### config.mk
export PLATFORM = sky130hd
export DESIGN_NAME = can_link_rate_and_profile_search
export DESIGN_NICKNAME = d
export VERILOG_FILES = /design/src/design/clrps_pkg.sv /design/src/design/can_link_rate_and_profile_search.sv /design/src/design/clrps_step.sv
export SDC_FILE = /design/constraint.sdc
export NUM_CORES = 1
export LEC_CHECK = 0
export BUFFER_PORTS_ARGS = -buffer_cell sky130_fd_sc_hd__buf_2
export CAP_MARGIN = 10
export CORE_MARGIN = 3
export CORE_UTILIZATION = 45
export CTS_BUF_LIST = sky130_fd_sc_hd__clkbuf_2
export DETAILED_ROUTE_END_ITERATION = 7
export PLACE_DENSITY_LB_ADDON = 0.08
export SYNTH_ARGS = -nofsm -noshare
export SYNTH_HDL_FRONTEND = slang
export SYNTH_HIERARCHICAL = 1
export SYNTH_SLANG_ARGS = --single-unit
### constraint.sdc
create_clock -name clock -period 10.2 [get_ports clock]
set_input_delay 0.51 -clock clock [delete_from_list [all_inputs] [get_ports clock]]
set_output_delay 0.51 -clock clock [all_outputs]
set_load 0.02 [all_outputs]
### src/design/clrps_pkg.sv
`default_nettype none

package clrps_pkg;

   // Configuration register indexes
   typedef enum logic [2:0] {
      CSR_REQUEST_INTERVAL = 3'd0,
      CSR_PROFILE_SWITCH   = 3'd1,
      CSR_PROFILE_RELOCK   = 3'd2,
      CSR_BAUD_DWELL       = 3'd3,
      CSR_BAUD_RESCAN      = 3'd4,
      CSR_AUTOSCAN_ENABLE  = 3'd5,
      CSR_CANDIDATE_COUNT  = 3'd6
   } csr_index_type;

   // Item operation codes
   localparam logic OP_TICK     = 1'b0;
   localparam logic OP_RESPONSE = 1'b1;

   // Register reset values
   localparam logic [15:0] RST_REQUEST_INTERVAL = 16'd100;
   localparam logic [15:0] RST_PROFILE_SWITCH   = 16'd500;
   localparam logic [15:0] RST_PROFILE_RELOCK   = 16'd2000;
   localparam logic [15:0] RST_BAUD_DWELL       = 16'd2000;
   localparam logic [15:0] RST_BAUD_RESCAN      = 16'd10000;
   localparam logic        RST_AUTOSCAN_ENABLE  = 1'b1;
   localparam logic [3:0]  RST_CANDIDATE_COUNT  = 4'd4;

   typedef struct packed {
      logic        op;
      logic [31:0] now_ms;
   } req_type;

   typedef struct packed {
      logic       send_request;
      logic       request_profile;
      logic [2:0] baud_index;
      logic       baud_changed;
      logic       baud_locked;
      logic       profile_locked;
   } rsp_type;

   typedef struct packed {
      logic [15:0] request_interval_ms;
      logic [15:0] profile_switch_ms;
      logic [15:0] profile_relock_ms;
      logic [15:0] baud_dwell_ms;
      logic [15:0] baud_rescan_ms;
      logic        autoscan_enable;
      logic [3:0]  baud_candidate_count;
   } cfg_type;

   // Link search state, less the rate index whose width follows the candidate limit
   typedef struct packed {
      logic [31:0] newest_frame_ms;
      logic        response_seen;
      logic        rate_locked;
      logic [31:0] last_rate_switch_ms;
      logic        current_profile;
      logic        profile_of_last_request;
      logic        profile_lock;
      logic [31:0] last_profile_switch_ms;
      logic [31:0] last_request_ms;
   } state_type;

endpackage

`default_nettype wire

### src/design/can_link_rate_and_profile_search.sv
// Bit-rate and request-profile search for a polled CAN link.
// req_ channel: one item per transfer, op selects a service tick or an
//   accepted-response event, now_ms is the wrapping millisecond time.
// rsp_ channel: exactly one result per item, in item order, carrying the
//   request strobe, the request profile, the bit-rate candidate index and
//   the lock flags as they stand after the item.
// csr_ channel: register writes by index, ready whenever reset is low; write
//   only while no item is in flight. Indexes past the register list are ignored.
// Items pass through an input register and one pass of compare-and-update
//   logic into the result register; one item per cycle is sustained while
//   rsp_stall is low. The state feedback loop closes in that single logic pass.
// When rsp_stall holds a finished result, one more item is still taken into
//   the input register; req_stall rises only when both registers are full.
// Synchronous reset clears all search state (no frame seen, index 0,
//   unlocked) and loads register defaults; req_stall is held high during reset.
`default_nettype none

module can_link_rate_and_profile_search #(
   parameter int MAX_RATE_CANDIDATES = 8
) (
   input  logic                clock,
   input  logic                reset,
   input  logic                req_valid,
   output logic                req_stall,
   input  clrps_pkg::req_type  req_data,
   output logic                rsp_valid,
   input  logic                rsp_stall,
   output clrps_pkg::rsp_type  rsp_data,
   input  logic                csr_valid,
   output logic                csr_ready,
   input  logic [2:0]          csr_index,
   input  logic [15:0]         csr_data
);
   import clrps_pkg::*;

   localparam int IDX_W = (MAX_RATE_CANDIDATES > 1) ? $clog2(MAX_RATE_CANDIDATES) : 1;

   cfg_type          cfg_ff;
   state_type        st_ff;
   state_type        st_in;
   logic [IDX_W-1:0] idx_ff;
   logic [IDX_W-1:0] idx_in;
   logic             stage_valid_ff;
   req_type          stage_data_ff;
   logic             rsp_valid_ff;
   rsp_type          rsp_data_ff;
   rsp_type          rsp_data_in;
   logic             advance;
   logic             req_take;

   assign csr_ready = !reset;

   // Configuration registers
   always_ff @(posedge clock) begin
      if (reset) begin
         cfg_ff.request_interval_ms  <= RST_REQUEST_INTERVAL;
         cfg_ff.profile_switch_ms    <= RST_PROFILE_SWITCH;
         cfg_ff.profile_relock_ms    <= RST_PROFILE_RELOCK;
         cfg_ff.baud_dwell_ms        <= RST_BAUD_DWELL;
         cfg_ff.baud_rescan_ms       <= RST_BAUD_RESCAN;
         cfg_ff.autoscan_enable      <= RST_AUTOSCAN_ENABLE;
         cfg_ff.baud_candidate_count <= RST_CANDIDATE_COUNT;
      end else if (csr_valid && csr_ready) begin
         case (csr_index)
            CSR_REQUEST_INTERVAL: cfg_ff.request_interval_ms  <= csr_data;
            CSR_PROFILE_SWITCH:   cfg_ff.profile_switch_ms    <= csr_data;
            CSR_PROFILE_RELOCK:   cfg_ff.profile_relock_ms    <= csr_data;
            CSR_BAUD_DWELL:       cfg_ff.baud_dwell_ms        <= csr_data;
            CSR_BAUD_RESCAN:      cfg_ff.baud_rescan_ms       <= csr_data;
            CSR_AUTOSCAN_ENABLE:  cfg_ff.autoscan_enable      <= csr_data[0];
            CSR_CANDIDATE_COUNT:  cfg_ff.baud_candidate_count <= csr_data[3:0];
            default: ;
         endcase
      end
   end

   // Handshake: the stage moves on when the result register is free or drains
   assign advance   = stage_valid_ff && (!rsp_valid_ff || !rsp_stall);
   assign req_stall = reset || (stage_valid_ff && !advance);
   assign req_take  = req_valid && !req_stall;

   // Input register
   always_ff @(posedge clock) begin
      if (reset) begin
         stage_valid_ff <= 1'b0;
      end else begin
         stage_valid_ff <= req_take || (stage_valid_ff && !advance);
      end
   end

   always_ff @(posedge clock) begin
      if (req_take) begin
         stage_data_ff <= req_data;
      end
   end

   clrps_step #(
      .MAX_RATE_CANDIDATES (MAX_RATE_CANDIDATES)
   ) u_step (
      .cfg      (cfg_ff),
      .st       (st_ff),
      .idx      (idx_ff),
      .item     (stage_data_ff),
      .st_next  (st_in),
      .idx_next (idx_in),
      .result   (rsp_data_in)
   );

   // Search state: update once per item as it leaves the input register
   always_ff @(posedge clock) begin
      if (reset) begin
         st_ff  <= '0;
         idx_ff <= '0;
      end else if (advance) begin
         st_ff  <= st_in;
         idx_ff <= idx_in;
      end
   end

   // Result register: hold while stalled
   always_ff @(posedge clock) begin
      if (reset) begin
         rsp_valid_ff <= 1'b0;
      end else begin
         rsp_valid_ff <= advance || (rsp_valid_ff && rsp_stall);
      end
   end

   always_ff @(posedge clock) begin
      if (advance) begin
         rsp_data_ff <= rsp_data_in;
      end
   end

   assign rsp_valid = rsp_valid_ff;
   assign rsp_data  = rsp_data_ff;

endmodule

`default_nettype wire

### src/design/clrps_step.sv
`default_nettype none

module clrps_step #(
   parameter int MAX_RATE_CANDIDATES = 8
) (
   input  clrps_pkg::cfg_type   cfg,
   input  clrps_pkg::state_type st,
   input  logic [((MAX_RATE_CANDIDATES > 1) ? $clog2(MAX_RATE_CANDIDATES) : 1)-1:0] idx,
   input  clrps_pkg::req_type   item,
   output clrps_pkg::state_type st_next,
   output logic [((MAX_RATE_CANDIDATES > 1) ? $clog2(MAX_RATE_CANDIDATES) : 1)-1:0] idx_next,
   output clrps_pkg::rsp_type   result
);
   import clrps_pkg::*;

   localparam int IDX_W = (MAX_RATE_CANDIDATES > 1) ? $clog2(MAX_RATE_CANDIDATES) : 1;
   localparam int CNT_W = $clog2(MAX_RATE_CANDIDATES + 1) + 1;
   localparam logic [CNT_W-1:0] MAX_CNT = CNT_W'(MAX_RATE_CANDIDATES);

   logic [31:0]      now;
   logic [31:0]      since_frame;
   logic [31:0]      since_rate_switch;
   logic [31:0]      since_request;
   logic [31:0]      since_profile_switch;
   logic             frame_known;
   logic [CNT_W-1:0] count_eff;
   logic [CNT_W-1:0] idx_inc;
   logic             changed;
   logic             send;
   state_type        s;
   logic [IDX_W-1:0] i;
   logic [IDX_W+2:0] idx_wide;

   assign now               = item.now_ms;
   assign since_frame       = now - st.newest_frame_ms;
   assign since_rate_switch = now - st.last_rate_switch_ms;
   assign since_request     = now - st.last_request_ms;
   assign frame_known       = (st.newest_frame_ms != 32'd0);

   // Clamp the candidate count to one through the limit
   always_comb begin
      count_eff = CNT_W'(cfg.baud_candidate_count);
      if (cfg.baud_candidate_count == 4'd0) begin
         count_eff = CNT_W'(1);
      end
      if (count_eff > MAX_CNT) begin
         count_eff = MAX_CNT;
      end
   end

   assign idx_inc = CNT_W'(idx) + CNT_W'(1);

   // A response notes the frame; a tick: sweep, profile, request timer
   always_comb begin
      s                    = st;
      i                    = idx;
      changed              = 1'b0;
      send                 = 1'b0;
      since_profile_switch = now - st.last_profile_switch_ms;
      if (item.op == OP_RESPONSE) begin
         s.newest_frame_ms = now;
         s.response_seen   = 1'b1;
      end else begin
         // Bit-rate sweep
         if (cfg.autoscan_enable) begin
            if (st.rate_locked) begin
               if (frame_known && (since_frame >= {16'd0, cfg.baud_rescan_ms})) begin
                  s.rate_locked         = 1'b0;
                  s.last_rate_switch_ms = now;
               end
            end else if (st.response_seen) begin
               s.rate_locked = 1'b1;
            end else if (since_rate_switch >= {16'd0, cfg.baud_dwell_ms}) begin
               i = (idx_inc >= count_eff) ? '0 : idx_inc[IDX_W-1:0];
               s.last_rate_switch_ms    = now;
               s.profile_lock           = 1'b0;
               s.current_profile        = 1'b0;
               s.last_profile_switch_ms = now;
               changed                  = 1'b1;
            end
         end
         // Request profile
         if (frame_known && (since_frame < {16'd0, cfg.profile_relock_ms})) begin
            if (!s.profile_lock) begin
               s.current_profile = st.profile_of_last_request;
               s.profile_lock    = 1'b1;
            end
         end else if (s.profile_lock) begin
            s.profile_lock           = 1'b0;
            s.last_profile_switch_ms = now;
         end
         if (s.last_profile_switch_ms == now) begin
            since_profile_switch = 32'd0;
         end
         if (!s.profile_lock && (since_profile_switch >= {16'd0, cfg.profile_switch_ms})) begin
            s.current_profile        = ~s.current_profile;
            s.last_profile_switch_ms = now;
         end
         // Periodic request timer
         if (since_request >= {16'd0, cfg.request_interval_ms}) begin
            send                      = 1'b1;
            s.profile_of_last_request = s.current_profile;
            s.last_request_ms         = now;
         end
      end
   end

   assign st_next  = s;
   assign idx_next = i;
   assign idx_wide = {3'd0, i};

   // Build the result from the updated state
   always_comb begin
      result.send_request    = send;
      result.request_profile = s.current_profile;
      result.baud_index      = idx_wide[2:0];
      result.baud_changed    = changed;
      result.baud_locked     = s.rate_locked | ~cfg.autoscan_enable;
      result.profile_locked  = s.profile_lock;
   end

endmodule

`default_nettype wire

==> impl_results.md, run 1 <==
- Initial antenna violation count: 2
- Worst VDD drop: 0.0661 mV
- CTS tree: yes
- Port Buffer Count: 67
- Maximum number of pins on one net before global-route repair: 87
- CORE AREA: 0.0480 mm^2
- Largest stage delay on the critical path: 0.53 ns
- Worst Path Required: 11.15 ns
- P&R area growth vs syn: 9.10%
- Synth Flop Type: dfxtp_1
- Die width: 227 um
- Placed insts: 3564
- Pleak: 9.44 nW
- Cell variety after synth: 97
- Setup TNS: 0 ns
- Mapped cell area: 0.0220 mm^2
- Worst Setup Path Type: flip-flop to flip-flop
- DP Wirelength: 56500 um
- Post-DP Area: 0.0226 mm^2
- Syn_nets: 3282
- Hold Vio Cnt, Final: 0
- First-pass GRT wire length: 121000 um
- Postcts setup bufs: 0
- Total CTS buffers: 79
- Total Wirelength: 79100 um
- RSZ-0062 raised after global routing: false
- Pre-CTS WS: 0.997 ns
- Reg clk slew, reported paths: 0.09 ns
- DRC Markers: 0
- Dominant cells by area after synthesis: dfxtp_1 (20%), ha_1 (12%), a21oi_1 (8.3%), nand2_1 (8.3%), edfxtp_1 (5.6%)
- Final min period: 9.20 ns
- CTS HTree Levels: 3
- GRT Overall Usage: 30.1%
- Num rows: 80
- Routed Antenna Nets: 0
- Worst rel slew slack: 21.9%
- Cells after synthesis: 3013
- Post-synth EDFFs: 41
- Synth area leader: dfxtp_1
- Fraction of layout cells with a size suffix above 1: 9.60%
- Warnings, synthesis: 6
- Seq cells post-synth: 264
- Critical Path Slowest Stage Cell: o41ai_4
- Mean Syn Cell Area: 7.31 um^2
- Clock buffer depth: 3
- CTS root buf: clkbuf_2
- Fmax: 109 MHz
- Final Util: 50.0%
- Non-filler cells, final: 3766
- Initial DRC Count: 2120
- Final setup margin: 0.998 ns
- Die area: 0.0516 mm^2
- Number of top-level pins: 68
- Avg WL per Cell: 21.0 um
- Initial Utilization: 45.8%
- Crit Path Max Fanout: 18
- Via count of the routed design: 22500
- Clock Skew: 0.0817 ns
- CP endpoint kind: flip-flop
- Ys async rst share: 0%
- Via-to-Cell Ratio: 5.97
- Cell mode on critical path: a21oi_1
- Crit start category: flip-flop
- Critical Path AT: 10.15 ns
- Power density cells: 116 mW/mm^2
- Post-synthesis sequential area ratio: 25.9%
- Final setup vio count: 0
- Max Cap Viol: 0
- Clock net sink count: 264
- Routability cong.: 0.932
- Hold WS: 0.185 ns
- Max Slew Vio Count: 0
- Outcome: finished clean
- Final Cycle Share: 90.2%
- Hold WC Path Type: primary input to flip-flop
- # nets final: 3362
- Total gr overflow: 0
- First-pass iteration count of the detailed router: 8
- Design Area, Final: 0.0240 mm^2
- Vias in the first global route: 21300
- Clk_lat worst skew: 1.06 ns
- Area share of the largest cell type after synthesis: 20.3%
- Tot Pwr: 2.80 mW
- Tightest Pin Transition: 1.17 ns
- Die H: 227 um
layout by cell type (no fill, tap or decap), types with 33 or more instances in the layout:
master | Yosys | layout
a21o_1 | 73 | 73
a21oi_1 | 364 | 364
buf_2 | 60 | 66
buf_4 | 16 | 45
clkbuf_2 | 1 | 114
dfxtp_1 | 223 | 223
dlygate4sd3_1 | 0 | 63
edfxtp_1 | 41 | 41
ha_1 | 208 | 208
inv_1 | 243 | 242
nand2_1 | 484 | 484
nand3_1 | 78 | 78
nand4_1 | 36 | 36
nor2_1 | 170 | 168
nor3_1 | 59 | 59
o21ai_0 | 213 | 213
o21ai_1 | 62 | 62
o22ai_1 | 33 | 33
xnor2_1 | 58 | 58
xor2_1 | 54 | 54
flip-flops by register name (all words and copies together), names as in the netlist:
signal          cells
cfg_ff             85
stage_data_ff      33
rsp_data            8
stage_valid_ff      1
rsp_valid           1
st_ff             133
idx_ff              3
cell families (layout without fill, tap and decap cells):
kind of cell | after synthesis | count (layout) | synth area share (%)
and+or+nand+nor | 968 | 968 | 19.7
buffers and inverters | 422 | 556 | 8.14
DFF | 264 | 264 | 25.9
AOI/OAI and AO/OA | 986 | 986 | 27.2
xor gates and xnor gates | 112 | 112 | 4.46
muxes | 49 | 49 | 2.47
other | 0 | 4 | 0
adders and majority gates | 212 | 212 | 12.2
critical path, delay by kind of cell, from the launching register on:
| family | cells | cell delay [ns] |
|---|---|---|
| compound gates | 18 | 4.09 |
| simple gates | 13 | 2.48 |
| fa+ha+maj | 4 | 1.19 |
| buf+inv | 3 | 0.71 |
| flops | 1 | 0.47 |
| xor+xnor | 1 | 0.16 |
power by group:
group / leakage, nW / switching, mW / internal, mW / total, mW
combinational: 6.69 / 0.501 / 0.287 / 0.788
sequential: 2.20 / 0.0322 / 1.09 / 1.12
clock: 0.551 / 0.513 / 0.376 / 0.888
Yosys cell counts, types with 9 or more instances:
cell type  count
o21bai_1      17
a21oi_1      364
or3_1          9
xor2_1        54
nor3_1        59
nor2_1       170
o311ai_1      28
buf_2         60
mux2_2        16
edfxtp_1      41
buf_4         16
dfxtp_1      223
nor2b_1       30
ha_1         208
o2111ai_1     13
nand2b_1      30
nand2_1      484
inv_1        243
a21o_1        73
o21ai_0      213
nand3_1       78
o21ai_2       10
nand4_1       36
xnor2_1       58
mux2i_1       25
and3_1        11
clkbuf_1      84
nor4_1        15
a211oi_1      23
o21ai_1       62
o22ai_1       33
a2111oi_0     10
o21a_1        17
o211ai_1      25
a31oi_1       14
what timing repair did:
| action | 4_1_cts | 5_1_grt |
|---|---|---|
| endpoints found under the setup margin | 0 | 10 |
| gates resized for setup | 0 | 1 |
| hold endpoints to repair | 153 | 0 |
| hold buffers | 63 | 0 |
final timing paths:
check | startpoint | end | slack, ns | cells past startpoint
setup / recovery | stage_data_ff[0]$_DFFE_PP_ | st_ff[50]$_SDFFE_PP0P_ | 1.0 | 39
hold reg to reg | st_ff[28]$_SDFFE_PP0P_ | st_ff[28]$_SDFFE_PP0P_ | 0.46 | 2
hold / removal | req_data[12] | stage_data_ff[12]$_DFFE_PP_ | 0.19 | 2
setup reg to reg | stage_data_ff[0]$_DFFE_PP_ | st_ff[50]$_SDFFE_PP0P_ | 1.0 | 39
layout make-up:
type | instances | area, um^2
Timing Repair Buffer | 175 | 1310
Antenna cell | 4 | 10.0
Inverter | 246 | 926
Tap cell | 615 | 769
Clock buffer | 114 | 571
Fill cell | 4787 | 24000
Sequential cell | 264 | 5700
Multi-Input combinational cell | 2327 | 14600
Clock inverter | 21 | 173
per-layer routing:
| metal | up-vias | GRT usage (%) | part of all wire (%) |
|---|---|---|---|
| li1 | 10900 | - | - |
| met1 | 10600 | 40.3 | 44 |
| met2 | 820 | 48.5 | 46 |
| met3 | 167 | 5.20 | 6.7 |
| met4 | 0 | 11.8 | 3.7 |
| met5 | - | 0 | 0 |
Note: power is estimated with default switching activity, not from simulation.
==> inputs of run 2 (changes only) <==
--- a/config.mk
+++ b/config.mk
@@ -11,7 +11,7 @@
 export CORE_UTILIZATION = 45
 export CTS_BUF_LIST = sky130_fd_sc_hd__clkbuf_2
 export DETAILED_ROUTE_END_ITERATION = 7
-export PLACE_DENSITY_LB_ADDON = 0.08
+export PLACE_DENSITY = 0.59
 export SYNTH_ARGS = -nofsm -noshare
 export SYNTH_HDL_FRONTEND = slang
 export SYNTH_HIERARCHICAL = 1
==> constraint.sdc (replaced) <==
create_clock -name clock -period 9.08 [get_ports clock]
set_input_delay 0.454 -clock clock [delete_from_list [all_inputs] [get_ports clock]]
set_output_delay 0.454 -clock clock [all_outputs]
set_load 0.02 [all_outputs]
==> impl_results.md, run 2 (synthesis results as in run 1) <==
- Worst rel slew slack: 21.5%
- Die width: 227 um
- Clock net sink count: 264
- Total Wirelength: 78400 um
- Routed Antenna Nets: 0
- P&R area growth vs syn: 9.74%
- DRC Markers: 0
- Initial antenna violation count: 2
- CP endpoint kind: flip-flop
- Clk_lat worst skew: 1.09 ns
- Avg WL per Cell: 20.7 um
- Hold WS: 0.130 ns
- Die H: 227 um
- Clock Skew: 0.111 ns
- Final min period: 8.56 ns
- Die area: 0.0516 mm^2
- Max FFs per register: 133
- CTS root buf: clkbuf_2
- Pleak: 9.53 nW
- Final Util: 50.3%
- Total gr overflow: 0
- Worst Hold Path Cells: 2
- Number of top-level pins: 68
- Final Cycle Share: 94.2%
- Crit Path Max Fanout: 24
- Placed insts: 3569
- Post-DP Area: 0.0227 mm^2
- Reg with most FFs: st_ff
- Vias in the first global route: 21600
- Design Area, Final: 0.0242 mm^2
- # nets final: 3380
- First-pass iteration count of the detailed router: 8
- Critical Path Slowest Stage Cell: fa_1
- Port Buffer Count: 67
- Largest stage delay on the critical path: 0.42 ns
- CORE AREA: 0.0480 mm^2
- Hold WC Path Type: primary input to flip-flop
- Maximum number of pins on one net before global-route repair: 94
- Initial DRC Count: 1830
- Via-to-Cell Ratio: 6.01
- Clock buffer depth: 3
- DP Wirelength: 55700 um
- Final setup vio count: 0
- Total CTS buffers: 78
- Worst Reg-to-Reg Cells: 40
- Reg clk slew, reported paths: 0.09 ns
- Worst VDD drop: 0.0614 mV
- Non-filler cells, final: 3785
- Crit start category: flip-flop
- Fraction of layout cells with a size suffix above 1: 9.97%
- Num rows: 80
- Hold Vio Cnt, Final: 0
- Max Slew Vio Count: 0
- Via count of the routed design: 22800
- Fmax: 117 MHz
- CTS HTree Levels: 3
- Outcome: finished clean
- First-pass GRT wire length: 121000 um
- Tightest Pin Transition: 1.18 ns
- Worst Setup Path Type: flip-flop to flip-flop
- Worst Path Required: 10.02 ns
- Setup TNS: 0 ns
- Initial Utilization: 45.8%
- Routability cong.: 0.945
- GRT Overall Usage: 29.9%
- Commonest non-fill, non-tap cell in the layout: nand2_1
- Critical Path AT: 9.49 ns
- Cell mode on critical path: a21oi_1
- Max Cap Viol: 0
- Power density cells: 128 mW/mm^2
- CTS tree: yes
- Largest regs: st_ff x133, cfg_ff x85, stage_data_ff x33
- Most frequent cells in the layout: nand2_1 (484), a21oi_1 (364), inv_1 (242)
## run 2: changes by cell type in the layout (fill, tap and decap cells not counted), moves of 2 or more
| cell | change |
|---|---|
| clkinv_2 | +3 |
| clkinv_1 | -4 |
| bufinv_16 | -2 |
| clkinv_4 | +2 |
| clkbuf_2 | +4 |
| diode_2 | -3 |
| dlygate4sd3_1 | +13 |
| buf_4 | +6 |
## run 2: path summary, 6_finish.rpt
check | from | end | slack, ns
worst max-delay path | stage_data_ff[0]$_DFFE_PP_ | st_ff[34]$_SDFFE_PP0P_ | 0.52
worst min-delay path | req_data[12] | stage_data_ff[12]$_DFFE_PP_ | 0.13
worst max register to register | stage_data_ff[0]$_DFFE_PP_ | st_ff[34]$_SDFFE_PP0P_ | 0.52
worst min register to register | st_ff[97]$_SDFFE_PP0P_ | st_ff[97]$_SDFFE_PP0P_ | 0.46
## run 2: through the flow
| step | worst slack, ns | power [mW] |
|---|---|---|
| finish | 0.523 | 3.10 |
| global route | -0.0490 | 3.30 |
| CTS | 0.189 | 3.12 |
| detailed placement | 0.311 | 2.13 |
| global placement | 0.538 | 2.12 |
| floorplan | 1.75 | 1.89 |
## run 2: what timing repair did
action,in CTS,in global routing
buffers inserted,0,1
gates resized for setup,0,3
endpoints found under the hold margin,183,0
hold buffers,76,0
setup endpoints to repair,0,32
## run 2: power by group
group	internal, mW	leakage, nW	switching [mW]
clock	0.378	0.553	0.579
sequential	1.22	2.20	0.0329
combinational	0.325	6.79	0.565
## run 2: layout make-up
class | instances | area, um^2
Timing Repair Buffer | 194 | 1490
Antenna cell | 1 | 2.50
Tap cell | 615 | 769
Fill cell | 4707 | 23900
Sequential cell | 264 | 5700
Multi-Input combinational cell | 2327 | 14600
Inverter | 246 | 926
Clock buffer | 118 | 591
Clock inverter | 20 | 125
## run 2: metal layers
layer	part of all wire [%]	track usage (%)	wire length (um)
met5	0	0	0
met1	43	39.7	34000
met4	4.5	14.1	3510
met2	45	47.8	35600
met3	6.6	4.59	5200
## run 2: critical path: cells and delay by family, from the launching register on
kind / cells / cell delay (ns)
buf+inv: 4 / 0.78
flops: 1 / 0.35
fa+ha+maj: 4 / 1.18
xor+xnor: 1 / 0.16
simple gates: 13 / 2.18
compound gates: 18 / 3.77
